==> config.mk <==
export PLATFORM = sky130hd
export DESIGN_NAME = pcs_ctrl
export DESIGN_NICKNAME = d
export VERILOG_FILES = /design/src/rtl/pcs_pkg.sv /design/src/rtl/pcs_ctrl.sv
export SDC_FILE = /design/constraint.sdc
export NUM_CORES = 1
export LEC_CHECK = 0
export BUFFER_PORTS_ARGS = -buffer_cell sky130_fd_sc_hd__buf_4
export CAP_MARGIN = 15
export CORE_MARGIN = 2
export CORE_UTILIZATION = 55
export CTS_BUF_LIST = sky130_fd_sc_hd__clkbuf_16
export DETAILED_ROUTE_END_ITERATION = 10
export GPL_TIMING_DRIVEN = 0
export PLACE_DENSITY = 0.84
export SYNTH_ARGS = -nofsm -noshare
export SYNTH_HDL_FRONTEND = slang
export SYNTH_SLANG_ARGS = --single-unit
==> constraint.sdc <==
create_clock -name i_clk -period 5.6 [get_ports i_clk]
set_input_delay 1.4 -clock i_clk [delete_from_list [all_inputs] [get_ports i_clk]]
set_output_delay 1.4 -clock i_clk [all_outputs]
set_load 0.03 [all_outputs]
==> src/rtl/pcs_pkg.sv <==
`timescale 1ns / 1ps
// ---------------------------------------------------------------------------
// pcs_pkg
// types and constants shared by the contrast stretch modules
// ---------------------------------------------------------------------------
package pcs_pkg;

    localparam int PIX_W     = 8;
    localparam int BINS      = 256;
    localparam int BIN_W     = 8;
    localparam int CNT_W     = 23;
    localparam int IDX_W     = 9;
    localparam int PCT_W     = 7;
    localparam int BASE_W    = 16;
    localparam int PROD_W    = 47;
    localparam int RECIP_SH  = 30;
    localparam int IN_DATA_W  = 24;
    localparam int OUT_DATA_W = 80;

    localparam logic [CNT_W-1:0] MAX_PIXELS = 23'd4194304;
    // ceil(2^30 / 100), exact quotient for any 23-bit count
    localparam logic [PROD_W-1:0] RECIP_100 = 47'd10737419;
    localparam logic [PCT_W-1:0] PCT_MAX    = 7'd100;
    localparam logic [PCT_W-1:0] LOW_PCT_RST  = 7'd1;
    localparam logic [PCT_W-1:0] HIGH_PCT_RST = 7'd99;

    localparam logic REG_LOW_PCT  = 1'b0;
    localparam logic REG_HIGH_PCT = 1'b1;

    localparam logic CMD_COUNT = 1'b0;
    localparam logic CMD_MAP   = 1'b1;

    localparam logic KIND_LIMITS = 1'b0;
    localparam logic KIND_PIXEL  = 1'b1;

    typedef struct packed {
        logic cap;
        logic clr_we;
        logic hist_re;
        logic hist_inc;
        logic thr_mul1;
        logic thr_mul2;
        logic scan_rd;
        logic scan_proc;
        logic div_init;
        logic div_step;
        logic build_init;
        logic build_wr;
        logic map_rd;
        logic out_rep;
        logic out_map;
    } t_cmd;

    typedef struct packed {
        logic in_cmd;
        logic last;
        logic out_free;
    } t_sts;

endpackage

==> src/rtl/pcs_ctrl.sv <==
`timescale 1ns / 1ps
// ---------------------------------------------------------------------------
// pcs_ctrl
// sequencer for counting, limit search, table build and lookup
// ---------------------------------------------------------------------------
module pcs_ctrl (
    input  logic                         i_clk,
    input  logic                         i_rst_n,
    input  logic                         s_tvalid,
    output logic                         s_tready,
    input  pcs_pkg::t_sts                i_sts,
    output pcs_pkg::t_cmd                o_cmd,
    output logic [pcs_pkg::IDX_W-1:0]    o_idx
);
    import pcs_pkg::*;

    typedef enum logic [3:0] {
        S_CLEAR, S_IDLE, S_CNT_RD, S_CNT_WR, S_THR1, S_THR2, S_SCAN,
        S_DINIT, S_DIV, S_BINIT, S_BUILD, S_REP, S_MAP_RD, S_MAP_OUT
    } t_state;

    t_state           r_state, n_state;
    logic [IDX_W-1:0] r_idx, n_idx;
    t_cmd             w_cmd;

    always_comb begin
        n_state  = r_state;
        n_idx    = r_idx;
        w_cmd    = '0;
        s_tready = 1'b0;
        case (r_state)
            S_CLEAR: begin
                w_cmd.clr_we = 1'b1;
                n_idx = r_idx + 9'd1;
                if (r_idx == 9'd255) begin
                    n_idx   = '0;
                    n_state = S_IDLE;
                end
            end
            S_IDLE: begin
                s_tready = 1'b1;
                if (s_tvalid) begin
                    w_cmd.cap = 1'b1;
                    n_state = (i_sts.in_cmd == CMD_MAP) ? S_MAP_RD : S_CNT_RD;
                end
            end
            S_CNT_RD: begin
                w_cmd.hist_re = 1'b1;
                n_state = S_CNT_WR;
            end
            S_CNT_WR: begin
                w_cmd.hist_inc = 1'b1;
                n_state = i_sts.last ? S_THR1 : S_IDLE;
            end
            S_THR1: begin
                w_cmd.thr_mul1 = 1'b1;
                n_state = S_THR2;
            end
            S_THR2: begin
                w_cmd.thr_mul2 = 1'b1;
                n_idx   = '0;
                n_state = S_SCAN;
            end
            S_SCAN: begin
                // read leads processing by one bin
                w_cmd.scan_rd   = ~r_idx[8];
                w_cmd.scan_proc = (r_idx != '0);
                n_idx = r_idx + 9'd1;
                if (r_idx[8]) begin
                    n_idx   = '0;
                    n_state = S_DINIT;
                end
            end
            S_DINIT: begin
                w_cmd.div_init = 1'b1;
                n_state = S_DIV;
            end
            S_DIV: begin
                w_cmd.div_step = 1'b1;
                n_idx = r_idx + 9'd1;
                if (r_idx == 9'd7) begin
                    n_idx   = '0;
                    n_state = S_BINIT;
                end
            end
            S_BINIT: begin
                w_cmd.build_init = 1'b1;
                n_state = S_BUILD;
            end
            S_BUILD: begin
                w_cmd.build_wr = 1'b1;
                n_idx = r_idx + 9'd1;
                if (r_idx == 9'd255) begin
                    n_idx   = '0;
                    n_state = S_REP;
                end
            end
            S_REP: begin
                if (i_sts.out_free) begin
                    w_cmd.out_rep = 1'b1;
                    n_state = S_IDLE;
                end
            end
            S_MAP_RD: begin
                w_cmd.map_rd = 1'b1;
                n_state = S_MAP_OUT;
            end
            S_MAP_OUT: begin
                if (i_sts.out_free) begin
                    w_cmd.out_map = 1'b1;
                    n_state = S_IDLE;
                end
            end
            default: begin
                n_state = S_IDLE;
            end
        endcase
    end

    always_ff @(posedge i_clk) begin
        if (!i_rst_n) begin
            r_state <= S_CLEAR;
            r_idx   <= '0;
        end else begin
            r_state <= n_state;
            r_idx   <= n_idx;
        end
    end

    assign o_cmd = w_cmd;
    assign o_idx = r_idx;

endmodule

==> metrics.md, run 1 <==
| Metric | Value |
|---|---|
| Inserted Diodes | `0` |
| Cells after Synth | `roughly 150` |
| Starting Density | `0.5671` |
| Post-synthesis cell area | `1079 sq um` |
| Max frequency | `~0.28 GHz` |
| Power per standard cell area | `175.9 nW/um^2` |
| I/O Pins | `31` |
| Final ANT Viol Nets | `0` |
| Number of nets in the final layout | `190` |
| Clock-pin slew on the worst setup and hold paths | `approximately 40 ps` |
| Die width | `between 40 and 50 um` |
| CTS root buf | `clkbuf_16` |
| Startpoint class of the critical path | `flip-flop` |
| CTS Sinks | `13` |
| Worst Skew | `approximately 0.84 ps` |
| MaxCap Viol Count | `0` |
| Largest net degree at the start of global routing | `11` |
| Power share of the clock group | `0.529` |
| Compound-cell area share of the yosys netlist | `0.2332` |
| Crit path time final | `roughly 3600 ps` |
| Total gr overflow | `0` |
| Worst r2r path cells | `9` |
| Flop pwr share | `0.393` |
| Switch Pwr | `slightly above 0.05 mW` |
| WL final | `about 2800 um` |
| Critical path capture point type | `output pin` |
| Core box area | `1902 sq um` |
| Postcts setup bufs | `0` |
| Hold buffer count at cts | `0` |
| HPWL after DPL | `1993 um` |
| Combinational share of power | `0.078` |
| Final Util | `0.7408` |
| Crit path max fanout | `10` |
| RSZ-0062 raised after global routing | `no` |
| Simple-gate share of the synthesized area | `0.3295` |
| Setup crit start | `r_state[1]$_SDFFE_PN0P_` |
| Final period util | `0.6369` |
| Peak supply drop | `203.0 uV` |
| Post-route DRC | `0` |
| GPL Wtd Cong | `between 0.9 and 1` |
| Flop-to-flop setup slack | `approximately 3100 ps` |
| WL/cell | `about 14 um` |
| Die Span Y | `between 40 and 50 um` |
| Main combinational cell family by area after synthesis | `simple AND/OR/NAND/NOR gates` |
| DRC marker count from the first detailed-route iteration | `36` |
| Number of global-route vias before repair | `~920` |
| First-pass GRT wire length | `between 4000 and 5000 um` |
| Seq cells post-synth | `13` |
| HP Start | `o_idx[5]$_SDFFE_PN0P_` |
| Crit Path Category | `reg2out` |
| Mux share of post-synthesis cell area | `0.03712` |
| Critical Path AT | `2170 ps` |
| Cell taking the most area after synthesis | `dfxtp_1` |
| Vias/cell | `5.780` |
| Switch share | `0.2055` |
| CTS tree | `built` |
| Final Hold Viols | `0` |
| Pleak | `a little under 0.6 nW` |
| Post-synthesis adder-cell area fraction | `0.05800` |
| Final setup TNS | `0 ps` |
| Post-synth top flop | `dfxtp_1` |
| Worst slew pin tran | `slightly below 600 ps` |
| Maximum clock insertion buffer count | `2` |
| Die area | `2331 sq um` |
| Post_cts resized | `0` |
| Cts bufs inserted | `3` |
| Post-synthesis xor/xnor area fraction | `0.02436` |
| Via count | `~1200` |
| Slew margin rel. | `0.6093` |
| Antenna violations before repair | `0` |
| Clock Latency Late Sink | `approximately 240 ps` |
| Setup violators final | `0` |
| Area grow syn2layout | `30.63%` |
| Layout cell share with drive strength beyond 1 | `0.2247` |
| Synth area leaders | `dfxtp_1, ha_1, nor2_1` |
| Slew Limit Fails | `0` |
| Count of input and output buffers | `29` |
| H-Tree Depth | `1` |
| Required time worst endpoint | `~4200 ps` |
| Sequential cell area fraction in the yosys report | `0.2413` |
| Critical R2R Launch | `o_idx[1]$_SDFFE_PN0P_` |
| Ys Warns | `0` |
| Hold/Removal Path Class | `reg2reg` |
| Status | `complete, no violations` |
| Post-synthesis area per instance | `between 7 and 8 sq um` |
| Proportion of netlist area held by the largest area contributor | `0.2413` |
| Post-synth ARST share | `0` |
| Number of flops mapped to enable cells by yosys | `0` |
| Post-synth cell types | `between 40 and 50` |
| # rows | `16` |
| GRT Total Usage | `0.2602` |
| Worst flop-to-flop path endpoint | `r_state[0]$_SDFFE_PN0P_` |
| TritonRoute pass-1 iters | `4` |
| Pint | `approximately 0.2 mW` |
| Setup crit end | `o_cmd[7]` |
| Post-Syn Nets | `about 160` |
[metal layers]
layer / wire [um] / vias to the layer above / share of wire / GRT usage
met5: 0 / - / 0 / 0
met3: 188 / 6 / 0.068 / 0.04444
li1: - / 583 / - / -
met4: 40 / 0 / 0.014 / 0.09730
met1: 1187 / 539 / 0.43 / 0.3273
met2: 1365 / 57 / 0.49 / 0.4421
[Yosys cell counts (2+ instances only)]
| master | instances |
|---|---|
| nor3_1 | 7 |
| nor4bb_1 | 2 |
| nor2_1 | 14 |
| nor2b_1 | 2 |
| or3_1 | 2 |
| nand2_1 | 10 |
| inv_1 | 11 |
| nand3_1 | 5 |
| or4_1 | 3 |
| o31ai_1 | 3 |
| a21oi_1 | 10 |
| nor3b_1 | 2 |
| o21ai_0 | 6 |
| ha_1 | 5 |
| clkbuf_1 | 11 |
| nor4_1 | 2 |
| dfxtp_1 | 13 |
| mux2i_1 | 4 |
| nand2b_1 | 5 |
| or2_2 | 2 |
| xnor2_1 | 2 |
[per-stage QoR]
step	instance area [sq um]	instances	power (mW)	hold WS [ps]	worst slack (ps)
2_1_floorplan	1079	145	0.1105	636.3	2055
3_3_place_gp	1330	201	0.1174	510.8	2298
3_5_place_dp	1330	201	0.1183	518.8	2284
4_1_cts	1409	205	0.2497	536.7	2063
5_1_grt	1409	205	0.2564	580.7	1864
6_report	1409	205	0.2479	533.9	2033
[how the worst min path moves through the flow]
| stage | end | slack, ps | cells after the start |
|---|---|---|---|
| 2_1_floorplan | o_idx[5]$_SDFFE_PN0P_ | 640 | 2 |
| 3_3_place_gp | o_idx[5]$_SDFFE_PN0P_ | 510 | 2 |
| 3_5_place_dp | o_idx[5]$_SDFFE_PN0P_ | 520 | 2 |
| 4_1_cts | o_idx[5]$_SDFFE_PN0P_ | 540 | 2 |
| 5_1_grt | o_idx[5]$_SDFFE_PN0P_ | 580 | 2 |
| 6_report | o_idx[5]$_SDFFE_PN0P_ | 530 | 2 |
[layout by cell type, fill, tap and decap left out, types with 2 or more instances in the layout]
cell type,n
clkbuf_16,3
ha_1,5
dfxtp_1,13
or4_1,3
nand2_1,10
nor2b_1,2
or3_1,2
a21oi_1,10
nor4bb_1,2
o31ai_1,3
buf_4,29
nor4_1,2
o21ai_0,6
inv_1,12
or2_2,2
nor3_1,7
nor3b_1,2
nand2b_1,5
mux2i_1,4
nor2_1,14
xnor2_1,2
clkbuf_1,11
nand3_1,5
[state kept, by name (all words and copies together), names as in the netlist]
signal	flops
o_idx	9
r_state	4
[layout make-up]
class                           instances  area [sq um]
Buffer                                 11         41.29
Clock buffer                            3         75.07
Clock inverter                          1         3.754
Fill cell                             160         493.0
Inverter                               11         41.29
Multi-Input combinational cell        110         735.7
Sequential cell                        13         260.3
Tap cell                               27         33.78
Timing Repair Buffer                   29         217.7
[critical path, cell delays in order, from the launching register on]
cell	delay [ps]
dfxtp_1	300
clkbuf_1	340
clkbuf_1	360
clkbuf_1	390
nand3_1	190
a31oi_1	170
buf_4	180
[power by group through the flow]
| stage | Clock [mW] | Combinational (mW) | Sequential, mW |
|---|---|---|---|
| after floorplan | 0 | 0.00835 | 0.102 |
| after global placement | 0 | 0.0186 | 0.0987 |
| after global routing | 0.137 | 0.0217 | 0.0976 |
| after CTS | 0.133 | 0.0197 | 0.0973 |
| final | 0.131 | 0.0193 | 0.0974 |
| after detailed placement | 0 | 0.0194 | 0.0989 |
[logic make-up after synthesis]
logic type	after synthesis
mux	4
fa+ha+maj	5
buf+inv	22
flops	13
xor+xnor	3
compound gates	34
simple gates	64
Power figures use the tool's default switching activity.
==> run 2, diff against run 1 <==
--- a/config.mk
+++ b/config.mk
@@ -5,14 +5,15 @@
 export SDC_FILE = /design/constraint.sdc
 export NUM_CORES = 1
 export LEC_CHECK = 0
+export ABC_AREA = 1
 export BUFFER_PORTS_ARGS = -buffer_cell sky130_fd_sc_hd__buf_4
 export CAP_MARGIN = 15
 export CORE_MARGIN = 2
-export CORE_UTILIZATION = 55
+export CORE_UTILIZATION = 52
 export CTS_BUF_LIST = sky130_fd_sc_hd__clkbuf_16
 export DETAILED_ROUTE_END_ITERATION = 10
 export GPL_TIMING_DRIVEN = 0
-export PLACE_DENSITY = 0.84
+export PLACE_DENSITY = 0.79
 export SYNTH_ARGS = -nofsm -noshare
 export SYNTH_HDL_FRONTEND = slang
 export SYNTH_SLANG_ARGS = --single-unit
==> constraint.sdc (replaced) <==
create_clock -name i_clk -period 3.5 [get_ports i_clk]
set_input_delay 0.875 -clock i_clk [delete_from_list [all_inputs] [get_ports i_clk]]
set_output_delay 0.875 -clock i_clk [all_outputs]
set_load 0.03 [all_outputs]
==> metrics.md, run 2 <==
| Metric | Value |
|---|---|
| Max frequency | `about 0.44 GHz` |
| Post_cts resized | `0` |
| Hold/Removal Path Class | `reg2reg` |
| CP Cell Sequence | `buf_4 > nor2_1 > nand2_1 > nor2_1 > buf_4` |
| Setup crit start | `r_state[2]$_SDFFE_PN0P_` |
| HP Start | `o_idx[3]$_SDFFE_PN0P_` |
| Final ANT Viol Nets | `0` |
| Peak supply drop | `approximately 520 uV` |
| Die width | `roughly 51 um` |
| Post-synthesis area per instance | `roughly 5.8 sq um` |
| Crit path time final | `between 2000 and 2500 ps` |
| Cells after Synth | `roughly 200` |
| Commonest cells after routing, fill and taps aside | `nand2_1, nor2_1, inv_1, buf_4, nand3_1` |
| Cts bufs inserted | `3` |
| Crit path largest cell delay | `300 ps` |
| Proportion of netlist area held by the largest area contributor | `0.2258` |
| TritonRoute pass-1 iters | `4` |
| Placed Area | `between 1000 and 1500 sq um` |
| Hold buffer count at cts | `0` |
| Crit Path Category | `reg2out` |
| H-Tree Depth | `1` |
| Switch share | `0.2045` |
| Cell taking the most area after synthesis | `dfxtp_1` |
| Startpoint class of the critical path | `flip-flop` |
| DR WL met2 | `1276 um` |
| Final period util | `0.6487` |
| Post-synth cell types | `26` |
| Switch Pwr | `between 0.08 and 0.09 mW` |
| Worst Skew | `between 1.5 and 2 ps` |
| Flop-to-flop setup slack | `between 1000 and 1500 ps` |
| Pint | `around 0.32 mW` |
| GPL Wtd Cong | `0.8671` |
| Sequential cell area fraction in the yosys report | `0.2258` |
| Power per standard cell area | `about 270 nW/um^2` |
| Maximum clock insertion buffer count | `2` |
| Commonest cells in the netlist | `nand2_1, nor2_1, inv_1` |
| Commonest non-fill, non-tap cell in the layout | `nand2_1` |
| Crit path max fanout | `8` |
| Core box area | `2148 sq um` |
| Via count | `between 1000 and 1500` |
| Setup violators final | `0` |
| Wire length on met3 | `roughly 120 um` |
| Starting Density | `0.5364` |
| Power share of the clock group | `0.528` |
| WL final | `2741 um` |
| WL/cell | `~11 um` |
| Mux share of post-synthesis cell area | `0` |
| Most frequent cell after synthesis | `nand2_1` |
| CTS root buf | `clkbuf_16` |
| Final setup TNS | `0 ps` |
| I/O Pins | `31` |
| Critical path capture point type | `output pin` |
| Seq cells post-synth | `13` |
| Post-route DRC | `0` |
| Slew Limit Fails | `0` |
| HPWL after DPL | `roughly 2200 um` |
| Worst r2r path cells | `13` |
| Flop pwr share | `0.389` |
| Number of flops mapped to enable cells by yosys | `0` |
| Clock Latency Late Sink | `240 ps` |
| DRC marker count from the first detailed-route iteration | `between 40 and 50` |
| Critical Path AT | `around 1400 ps` |
| Compound-cell area share of the yosys netlist | `0.06406` |
| Layout cell share with drive strength beyond 1 | `0.2294` |
| Simple-gate share of the synthesized area | `0.5049` |
| Largest net degree at the start of global routing | `11` |
| Post-synthesis xor/xnor area fraction | `0.01520` |
| Number of global-route vias before repair | `1111` |
| Status | `complete, no violations` |
| Final Util | `0.6942` |
| Post-synthesis cell area | `~1200 sq um` |
| Required time worst endpoint | `2620 ps` |
| Post-synthesis adder-cell area fraction | `0.05429` |
| CTS tree | `built` |
| Vias/cell | `approximately 5.0` |
| First-pass GRT wire length | `4595 um` |
| Total gr overflow | `0` |
| Post-layout power | `roughly 0.40 mW` |
| Post-synth top flop | `dfxtp_1` |
| # rows | `17` |
| Die Span Y | `51.08 um` |
| Met1 WL | `~1300 um` |
| Largest register FFs | `9` |
| Number of nets in the final layout | `~240` |
| Top sig layer | `met4` |
| Final Hold Viols | `0` |
| MaxCap Viol Count | `0` |
| Post-Syn Nets | `approximately 210` |
| Antenna violations before repair | `0` |
| Slowest-stage cell, CP | `nor2_1` |
| CTS Sinks | `13` |
| Fin area | `1491 sq um` |
| Main combinational cell family by area after synthesis | `simple AND/OR/NAND/NOR gates` |
| Clock-pin slew on the worst setup and hold paths | `roughly 40 ps` |
| Worst flop-to-flop path endpoint | `o_idx[2]$_SDFFE_PN0P_` |
| Hold WS | `about 560 ps` |
| Synth area leaders | `dfxtp_1, nand2_1, nor2_1` |
| Ys Warns | `0` |
| GRT Total Usage | `0.2339` |
| Post-synth ARST share | `0` |
| Die area | `2609 sq um` |
| Area grow syn2layout | `29.42%` |
| Inserted Diodes | `0` |
| Combinational share of power | `0.083` |
| Pleak | `between 0.8 and 0.9 nW` |
| Setup crit end | `o_cmd[14]` |
| Postcts setup bufs | `0` |
| Critical R2R Launch | `o_idx[0]$_SDFFE_PN0P_` |
| RSZ-0062 raised after global routing | `no` |
| Worst slew pin tran | `approximately 670 ps` |
| Count of input and output buffers | `30` |
| Slew margin rel. | `0.5491` |
run 2: cell types whose count changed in the layout (fill, tap and decap cells not counted), sizes merged, moves of 5 or more:
cell / previous run / this run
nand2: 10 / 60
nor2: 14 / 42
inv: 12 / 36
nand3: 5 / 19
clkbuf: 14 / 3
nor3: 7 / 1
nand2b: 5 / 0
run 2: cells by family (layout without fill, tap and decap cells):
| logic type | after synthesis | count (layout) |
|---|---|---|
| AOI/OAI and AO/OA | 13 | 13 |
| xor gates and xnor gates | 2 | 2 |
| adders and majority gates | 5 | 5 |
| buffers and inverters | 38 | 72 |
| DFF | 13 | 13 |
| and+or+nand+nor | 126 | 126 |
run 2: power groups by stage:
stage | logic, mW | clock network [mW] | registers (mW)
2_1_floorplan | 0.0140 | 0 | 0.162
3_3_place_gp | 0.0319 | 0 | 0.157
3_5_place_dp | 0.0331 | 0 | 0.157
4_1_cts | 0.0333 | 0.213 | 0.154
5_1_grt | 0.0367 | 0.222 | 0.155
6_report | 0.0331 | 0.209 | 0.154
run 2: worst min path at each step:
stage,slack (ps),to,cells past startpoint
2_1_floorplan,550,r_state[1]$_SDFFE_PN0P_,2
3_3_place_gp,540,o_idx[7]$_SDFFE_PN0P_,2
3_5_place_dp,550,o_idx[7]$_SDFFE_PN0P_,2
4_1_cts,560,o_idx[7]$_SDFFE_PN0P_,2
5_1_grt,600,o_idx[7]$_SDFFE_PN0P_,2
6_report,560,o_idx[3]$_SDFFE_PN0P_,4
run 2: cell type report:
type,count,area (sq um)
Buffer,2,18.77
Clock buffer,3,75.07
Clock inverter,1,3.754
Fill cell,199,656.9
Inverter,36,137.6
Multi-Input combinational cell,146,735.7
Sequential cell,13,260.3
Tap cell,28,35.03
Timing Repair Buffer,30,225.2
run 2: critical path: cells and delay by family (launching register included):
kind                   cells  cell delay [ps]
buffers and inverters      2              330
flip-flops                 1              290
AND/OR/NAND/NOR            3              530
run 2: routing by layer:
metal  track usage  vias to the layer above
met2        0.3571                       30
met5             0                        -
met4        0.1216                        0
met3       0.04678                        6
li1              -                      669
met1        0.3102                      578
run 2: per-stage QoR:
step | worst slack (ps) | std cells
floorplan | 1270 | 197
global placement | 1347 | 255
detailed placement | 1336 | 255
CTS | 1236 | 259
global route | 1143 | 259
finish | 1230 | 259
